`config.mk`:
```
export PLATFORM = sky130hd
export DESIGN_NAME = bft_queue
export DESIGN_NICKNAME = d
export VERILOG_FILES = /design/src/bft_pkg.sv /design/src/bft_queue.sv
export SDC_FILE = /design/constraint.sdc
export NUM_CORES = 1
export LEC_CHECK = 0
export ABC_AREA = 1
export BUFFER_PORTS_ARGS = -buffer_cell sky130_fd_sc_hd__buf_4
export CAP_MARGIN = 20
export CORE_MARGIN = 3
export CORE_UTILIZATION = 41
export CTS_CLUSTER_DIAMETER = 150
export DETAILED_ROUTE_END_ITERATION = 8
export PLACE_DENSITY = 0.69
export SLEW_MARGIN = 20
export SYNTH_ARGS = -nofsm -noshare
export SYNTH_HDL_FRONTEND = slang
export SYNTH_SLANG_ARGS = --single-unit
```
`constraint.sdc`:
```
create_clock -name clk -period 2.6 [get_ports clk]
set_clock_uncertainty 0.15 [all_clocks]
set_input_delay 0.52 -clock clk [delete_from_list [all_inputs] [get_ports clk]]
set_output_delay 0.52 -clock clk [all_outputs]
set_load 0.01 [all_outputs]
```
`src/bft_pkg.sv`:
```
package bft_pkg;

  localparam int TOP_COUNT_DEF  = 10;
  localparam int COUNT_BITS_DEF = 24;
  localparam int NUM_BYTES      = 256;
  localparam int BYTE_W         = 8;
  localparam int DISTINCT_W     = 9;
  localparam int RANK_W         = 4;
  localparam int OCC_W          = 24;
  localparam int QUEUE_DEPTH    = 2;

  typedef struct packed {
    logic [BYTE_W-1:0] text_byte;
    logic              end_of_text;
  } in_item_t;

  typedef struct packed {
    logic [RANK_W-1:0]     rank;
    logic [BYTE_W-1:0]     byte_value;
    logic [OCC_W-1:0]      occurrences;
    logic [DISTINCT_W-1:0] distinct_total;
    logic                  last_of_report;
  } out_item_t;

endpackage

```
`src/bft_queue.sv`:
```
// Short queue between the front (accept) and back (histogram / report).
module bft_queue
  import bft_pkg::*;
(
  input  logic     clk,
  input  logic     rst_n,
  input  logic     push_valid,
  output logic     push_ready,
  input  in_item_t push_data,
  output logic     pop_valid,
  input  logic     pop_ready,
  output in_item_t pop_data
);

  localparam int PTR_W = $clog2(QUEUE_DEPTH);

  in_item_t             slot_r [QUEUE_DEPTH];
  logic [PTR_W-1:0]     wptr_r, rptr_r;
  logic [PTR_W:0]       fill_r;
  logic                 push, pop;

  assign push_ready = (fill_r != (PTR_W+1)'(QUEUE_DEPTH));
  assign pop_valid  = (fill_r != '0);
  assign pop_data   = slot_r[rptr_r];
  assign push       = push_valid && push_ready;
  assign pop        = pop_valid && pop_ready;

  always_ff @(posedge clk) begin
    if (push) begin
      slot_r[wptr_r] <= push_data;
    end
  end

  always_ff @(posedge clk) begin
    if (!rst_n) begin
      wptr_r <= '0;
      rptr_r <= '0;
      fill_r <= '0;
    end else begin
      if (push) wptr_r <= wptr_r + 1'b1;
      if (pop)  rptr_r <= rptr_r + 1'b1;
      fill_r <= fill_r + (PTR_W+1)'(push) - (PTR_W+1)'(pop);
    end
  end

  // fill never exceeds the depth
  assert property (@(posedge clk) disable iff (!rst_n)
    fill_r <= (PTR_W+1)'(QUEUE_DEPTH))
    else $error("queue overfilled");

endmodule

```
==> Word level (Yosys, flattened, before mapping) <==
Memories as Yosys holds them, arrays and structs flattened. A register that Yosys moved wholly into a read port is not among the register bits.
Cells that the tools add are included.
{ "totals": {"reg_bits": 4, "n_memories": 1, "out_inout_bits": 11, "word_cells": 16, "input_bits": 13, "ramBits": 18} }
{ "classes": {"n_reduce_logical": 3, "eq_ne": 1, "muxes": 4, "n_addsub": 4} }
{ "mem_list": {"columns": ["memory", "depth", "width", "read_ports", "rd_ports_with_merged_regs", "write_ports", "line", "rtl"], "rows": [
  ["slot_r", 2, 9, 1, 1, 1, "bft_queue.sv:17", "in_item_t slot_r [QUEUE_DEPTH];"]
]} }
{ "op_table": {"columns": ["cell", "count"], "rows": [
  ["1-bit two-way mux", 4],
  ["1-bit adder (second input constant)", 2],
  ["2-bit by 1-bit adder with 2-bit output", 1],
  ["1-bit logical AND", 2],
  ["2-bit != test (second input constant)", 1],
  ["2-bit nonzero test", 1],
  ["2-bit by 1-bit subtractor with 2-bit output", 1]
]} }

==> Depth between registers and ports, before layout <==
Gate-level depths: netlist of the first run.
{ "depth": {"word_depth": 4, "depth_mapped": 11, "mapped_depth_nobuf": 11} }

==> Worst setup path before layout of the first run <==
No wires, ideal clock.
{ "synth_path": {"path_kind": "input-to-reg", "start": "in pop_ready", "end": "reg fill_r[1]", "path_stages": 9, "n_path_buf": 0, "setup_slack_ns": 1.055, "setup_time_ns": 0.115, "arrival_time_ns": 1.280, "required_ns": 2.335, "path_cell_list": "inv_1 -> nor2_4 -> xnor2_1 -> ha_1 -> inv_1 -> nand2_1 -> nand2_1 -> a21oi_1 -> nor2_1"} }
{ "synth_via": {"elab_chain_cells": 2} }
{ "synth_lines": {"columns": ["item", "line", "rtl"], "rows": [
  ["start: declaration", "bft_queue.sv:11", "input logic pop_ready,"],
  ["1-bit logical AND", "bft_queue.sv:26", "assign pop = pop_valid && pop_ready;"],
  ["2-bit by 1-bit subtractor with 2-bit output", "bft_queue.sv:42", "fill_r <= fill_r + (PTR_W+1)'(push) - (PTR_W+1)'(pop);"],
  ["end signal: assignment", "bft_queue.sv:42", null],
  ["end: declaration", "bft_queue.sv:19", "logic [PTR_W:0] fill_r;"]
]} }
Every way passes these cells.
A chain may end at the register's enable or synchronous reset.

==> impl_metrics.csv, run 1 <==
group,metric,value,unit
grt,grt-ovfl-total,0,
placed_design,number_of_placed_instances_with_taps_included,114,
finish,final_cell_area,1140,µm²
finish,design.final.nets,106,
yosys,yosys-top-cells-area,"sky130_fd_sc_hd__edfxtp_1, sky130_fd_sc_hd__dfxtp_1, sky130_fd_sc_hd__mux2_2",
die,initial_core_util,44.7,%
grt,grt_pass1_wl,2160,µm
critical_path,timing.reg2reg.worst_path_depth,9,
finish,final_core_util,56.3,%
yosys,syn-num-nets,78,
placed_design,placement.cell_area,1110,µm²
die,core.rowCount,16,
yosys,post_synth.cell_area_avg,14.1,µm²
finish,synth_to_layout_area_growth,25.7,%
critical_path,kind_of_capture_point_of_the_worst_setup_path,"output pin",
critical_path,worstPathRequired,1.93,ns
critical_path,endpoint_of_the_most_critical_register_to_register_path,"fill_r[1]",
route,detailroute.via_count,529,
job,drv_cap,0,
power_and_ir_drop,ir_drop,0.463,mV
route,wl_cell,11.3,µm
die,die_w,53.0,µm
sta,timing.final.crit_period,2.08,ns
sta,fin_setup_tns,0,ns
grt,largest_net_degree_at_the_start_of_global_routing,13,
yosys,yosys.cell_types.count,16,
sta,final_hold_viol_count,0,
die,core_region_area,2020,µm²
critical_path,timing.rr.start,"fill_r[1]",
worst_hold_path,min_delay_path_depth,1,
route,count_of_unresolved_drc_violations_after_routing,0,
clock_tree,cts.hold.buffers_added,0,
worst_hold_path,worst_hold_startpoint,"push_data[3]",
power_and_ir_drop,static-leakage-power,0.463,nW
grt,grt_pass1_vias,541,
grt,antenna_found_initial,0,
clock_tree,cts_root_buf,"sky130_fd_sc_hd__clkbuf_4",
route,vias_per_std_cell,4.48,
run_status,outcome,"finished, final reports clean",
die,io_pins,24,
die,die_area,2810,µm²
power_and_ir_drop,p_per_area,901,nW/µm²
critical_path,ff2ff_setup_slack,1.05,ns
clock_tree,postCtsResizedCells,0,
clock_tree,htreeDepth,1,
finish,fillers,185,
clock_tree,tritoncts,"built",
placed_design,place.detailed.hpwl,963,µm
sta,clock.fmax,482,MHz
route,number_of_search_and_repair_iterations_in_the_first_detailed_routing_pass,4,
sta,worst-slew-pin-transition,0.524,ns
sta,finalSetupViolations,0,
clock_tree,clock_insertion_delay_worst_skew,0.29,ns
sta,worst_slew_margin,65.1,%
worst_hold_path,min-delay-path-class,"input port to flip-flop",
sta,unrepaired_setup_endpoints_after_global_routing,"false",
yosys,synth_warnings,0,
clock_tree,postCtsSetupRepairBufs,0,
finish,final_cells,118,
critical_path,worstPathMaxFanout,9,
yosys,syn-instance-count,64,
finish,final_layout_size_suffix_gt1_share,41.8,%
finish,multiInputGateArea,230,µm²
route,drt-total-wl,1330,µm
yosys,synth_top_area_cell,"sky130_fd_sc_hd__edfxtp_1",
clock_tree,numClockSinks,23,
critical_path,setup.worst_path.class,"flip-flop to output pin",
critical_path,timing.critical_path.arrival,1.41,ns
yosys,postSynthRegisterBits,23,
yosys,synth.yosys.seq_area_share,70.8,%
clock_tree,cts_inserted_buffers,3,
placed_design,finalWeightedCongestion,0.720,
clock_tree,clk_path_buf_depth,2,
yosys,synth.top_cell.area_share,59.8,%
yosys,syn_area,905,µm²
sta,maxSlewViolCount,0,
critical_path,cp-start-kind,"flip-flop",
route,first_iter_violations,3,
route,antenna_left,0,
finish,ff_latch_area,641,µm²
sta,post-route-period-util,79.9,%
die,chipHeight,53.0,µm
grt,grtUsageTotal,10.9,%
clock_tree,clkSlewWorstSetupHoldPaths,0.11,ns
placed_design,io_buffer_count,23,
finish,antenna_cells_inserted,0,
worst_hold_path,hold_end,"slot_r[1][3]",
[synth_stat cells (all sizes together)]
| library cell | number |
|---|---|
| buf | 1 |
| ha | 1 |
| nor2 | 9 |
| dfxtp | 5 |
| a21oi | 1 |
| nand3 | 1 |
| nand2 | 11 |
| xnor2 | 1 |
| inv | 7 |
| edfxtp | 18 |
| mux2 | 9 |
[layout make-up]
cell class | instances | share of cell area, %
repair buffers | 24 | 15.8
flip-flops and latches | 23 | 56.3
clock buffers | 4 | 2.31
inverters | 7 | 2.31
multi-input cells | 33 | 20.2
well taps | 27 | 2.97
[power breakdown]
part / total (mW) / leakage [nW] / internal (mW) / switching, mW
Sequential: 0.517 / 0.210 / 0.472 / 0.0448
Combinational: 0.354 / 0.239 / 0.180 / 0.174
Clock: 0.153 / 0.0150 / 0.0596 / 0.0937
[per-layer routing]
| layer | vias to the layer above | routed length, µm | share of wire, % | track usage, % |
|---|---|---|---|---|
| met5 | - | 0 | 0 | 0 |
| met4 | 0 | 10 | 0.75 | 5.11 |
| met3 | 2 | 74 | 5.6 | 2.82 |
| met2 | 10 | 699 | 52 | 19.2 |
| met1 | 247 | 548 | 41 | 12.1 |
| li1 | 270 | - | - | - |
[worst max path at each step]
stage	startpoint	cells after the start	to
after floorplan	pop_ready	9	fill_r[1]
after global placement	flip-flop	2	pop_data[0]
after detailed placement	flip-flop	2	pop_data[0]
after CTS	flip-flop	2	pop_data[0]
after global routing	flip-flop	2	pop_data[8]
final	flip-flop	2	pop_data[0]
[flip-flops by register name, summed over array words and instances (netlist names), named ones only]
register and flops:
slot_r 18, fill_r 2, rptr_r 1, wptr_r 1
[critical path, stage by stage (launching register included)]
cell and delay, ns:
sky130_fd_sc_hd__dfxtp_1 0.59, sky130_fd_sc_hd__mux2_2 0.38, sky130_fd_sc_hd__buf_4 0.14
[layout by cell type (no fill, tap or decap)]
master	count
sky130_fd_sc_hd__dfxtp_1	5
sky130_fd_sc_hd__clkbuf_1	1
sky130_fd_sc_hd__nand2_4	1
sky130_fd_sc_hd__nand3_1	1
sky130_fd_sc_hd__nand2_1	9
sky130_fd_sc_hd__clkbuf_4	3
sky130_fd_sc_hd__buf_4	24
sky130_fd_sc_hd__edfxtp_1	18
sky130_fd_sc_hd__nor2_2	2
sky130_fd_sc_hd__a21oi_1	1
sky130_fd_sc_hd__mux2_1	3
sky130_fd_sc_hd__nand2_2	1
sky130_fd_sc_hd__mux2_2	6
sky130_fd_sc_hd__inv_1	7
sky130_fd_sc_hd__ha_1	1
sky130_fd_sc_hd__nor2_1	6
sky130_fd_sc_hd__xnor2_1	1
sky130_fd_sc_hd__nor2_4	1
[cell families after synthesis]
kind of cell | share of synthesized area [%]
compound gates | 0.553
xor+xnor | 0.968
fa+ha+maj | 1.38
buf+inv | 3.74
flops | 70.8
mux | 11.2
simple gates | 11.3
[through the flow]
step / power [mW] / worst slack, ns / hold slack, ns
finish: 1.02 / 0.523 / 0.251
global route: 1.10 / 0.425 / 0.229
CTS: 1.04 / 0.505 / 0.248
detailed placement: 0.885 / 0.843 / 0.351
global placement: 0.876 / 0.848 / 0.330
floorplan: 0.743 / 1.06 / 0.317
Power figures use the tool's default switching activity.
==> run 2: changes to the inputs <==
- PLACE_DENSITY: 0.69 -> 0.71
- clock period: 2.6 -> 1.7 ns (I/O delays scaled with it)
==> run 2 against run 1 <==
Effect of this change:
- the flow now finishes with violations (setup timing)
- core utilization increased by 4.9 points
- non-clock buffer count increased by 3
- cell count increased by 2.5%
- hold slack got worse by 0.18 ns
==> impl_metrics.csv, run 2 (synthesis gave the netlist of run 1 again) <==
group,metric,value,unit
power_and_ir_drop,share_seq_of_total_power,44.8,%
power_and_ir_drop,internal-power,1.21,mW
route,wl_cell,13.1,µm
route,first_iter_violations,3,
clock_tree,clk_path_buf_depth,2,
grt,largest_net_degree_at_the_start_of_global_routing,13,
clock_tree,postCtsSetupRepairBufs,0,
grt,grt_pass1_vias,557,
route,vias_per_std_cell,4.53,
critical_path,timing.rr.start,"fill_r[0]",
clock_tree,clock_insertion_delay_worst_skew,0.30,ns
die,die_area,2810,µm²
worst_hold_path,hold_end,"slot_r[0][4]",
finish,synth_to_layout_area_growth,36.7,%
finish,antenna_cells_inserted,0,
critical_path,kind_of_capture_point_of_the_worst_setup_path,"output pin",
finish,fillers,162,
sta,unrepaired_setup_endpoints_after_global_routing,"true",
critical_path,timing.critical_path.arrival,1.25,ns
power_and_ir_drop,total_power,1.74,mW
critical_path,ff2ff_setup_slack,0.15,ns
die,io_pins,24,
power_and_ir_drop,switching_share,30.5,%
clock_tree,numClockSinks,23,
job,drv_cap,0,
sta,postLayoutSetupSlackWorst,-0.0381,ns
route,detailroute.via_count,548,
placed_design,place.detailed.hpwl,1100,µm
die,die_w,53.0,µm
sta,final_hold_viol_count,0,
finish,largest_register_ff_count,18,
clock_tree,clkSlewWorstSetupHoldPaths,0.12,ns
sta,finalSetupViolations,9,
critical_path,cp-start-kind,"flip-flop",
finish,final_core_util,61.1,%
route,count_of_unresolved_drc_violations_after_routing,0,
placed_design,io_buffer_count,23,
placed_design,finalWeightedCongestion,0.763,
power_and_ir_drop,p_switching,0.530,mW
finish,final_cell_mix,"sky130_fd_sc_hd__edfxtp_1, sky130_fd_sc_hd__buf_4, sky130_fd_sc_hd__buf_6",
sta,worst-slew-pin-transition,0.253,ns
die,initial_core_util,44.7,%
sta,worst_slew_margin,83.1,%
route,antenna_left,0,
clock_tree,cts_root_buf,"sky130_fd_sc_hd__clkbuf_4",
route,drt-total-wl,1580,µm
clock_tree,tritoncts,"built",
power_and_ir_drop,power.clock.fraction,14.0,%
finish,final_layout_size_suffix_gt1_share,47.9,%
route,number_of_search_and_repair_iterations_in_the_first_detailed_routing_pass,3,
sta,fin_setup_tns,-0.167,ns
finish,layout_top_registers,"slot_r: 18 flops, fill_r: 2 flops",
power_and_ir_drop,power_frac_comb,41.3,%
finish,design.final.nets,109,
critical_path,worstPathMaxFanout,5,
grt,grt-ovfl-total,0,
worst_hold_path,min_delay_path_depth,1,
run_status,violations,"setup timing",
worst_hold_path,worst_hold_startpoint,"push_data[4]",
grt,grt_pass1_wl,2520,µm
run_status,outcome,"complete, but fails checks",
finish,layout.cells.most_common,"sky130_fd_sc_hd__edfxtp_1",
critical_path,endpoint_of_the_most_critical_register_to_register_path,"fill_r[1]",
worst_hold_path,min-delay-path-class,"input port to flip-flop",
sta,timing.final.crit_period,1.74,ns
sta,post-route-period-util,102,%
critical_path,worstPathRequired,1.21,ns
die,core.rowCount,16,
die,core_region_area,2020,µm²
grt,antenna_found_initial,0,
clock_tree,cts_inserted_buffers,3,
power_and_ir_drop,p_per_area,1400,nW/µm²
critical_path,setup.worst_path.class,"flip-flop to output pin",
sta,maxSlewViolCount,0,
finish,largest_register,"slot_r",
clock_tree,cts.hold.buffers_added,0,
power_and_ir_drop,static-leakage-power,0.523,nW
critical_path,timing.reg2reg.worst_path_depth,11,
die,chipHeight,53.0,µm
grt,grtUsageTotal,12.9,%
sta,clock.fmax,575,MHz
clock_tree,htreeDepth,1,
power_and_ir_drop,ir_drop,0.920,mV
==> run 2: cell count changes in the layout (fill, tap and decap cells not counted), sizes merged <==
cell,before,now
buf,24,27
==> run 2: worst max-delay path, stage by stage (launching register included) <==
cell	delay (ns)
sky130_fd_sc_hd__dfxtp_2	0.37
sky130_fd_sc_hd__buf_6	0.14
sky130_fd_sc_hd__mux2_4	0.31
sky130_fd_sc_hd__buf_6	0.13
==> run 2: repair_timing <==
action,4_1_cts,5_1_grt
gates cloned,1,0
resized for setup,22,0
endpoints found under the setup margin,9,9
==> run 2: stage by stage <==
stage | instance area (µm²) | std cells | hold slack (ns) | worst slack (ns)
after floorplan | 905 | 64 | 0.283 | 0.179
after global placement | 1130 | 116 | 0.332 | 0.216
after detailed placement | 1130 | 116 | 0.343 | 0.160
after CTS | 1240 | 121 | 0.0594 | -0.0402
after global routing | 1240 | 121 | 0.0388 | -0.105
final | 1240 | 121 | 0.0685 | -0.0381
==> run 2: routing by layer <==
metal	share of wire [%]	routed length [µm]	vias up	global-route usage (%)
met5	0	0	-	0
met4	1.2	19	0	5.11
met3	2.8	45	2	2.54
met2	55	871	10	24.0
met1	41	646	258	14.1
li1	-	-	278	-
==> run 2: worst max-delay path by stage <==
stage                     cells after the start      start            to
final                                         3  flip-flop   pop_data[8]
after global routing                          3  flip-flop   pop_data[8]
after CTS                                     3  flip-flop   pop_data[8]
after detailed placement                     10  pop_ready     fill_r[1]
after global placement                       10  pop_ready     fill_r[1]
after floorplan                               4  fill_r[0]  slot_r[0][0]
==> run 2: power groups by stage <==
stage                     logic (mW)  registers [mW]  clock network (mW)
after floorplan                0.366           0.769                   0
after global placement         0.579           0.775                   0
after detailed placement       0.597           0.781                   0
after CTS                      0.725           0.778               0.248
after global routing           0.790           0.789               0.276
final                          0.716           0.778               0.243
==> run 2: layout make-up <==
class                   instances  area [µm²]  area share (%)
repair buffers                 27         244            19.7
inverters                       7        26.3            2.13
multi-input cells              33         264            21.4
well taps                      27        33.8            2.73
clock buffers                   4        26.3            2.13
flip-flops and latches         23         642            51.9
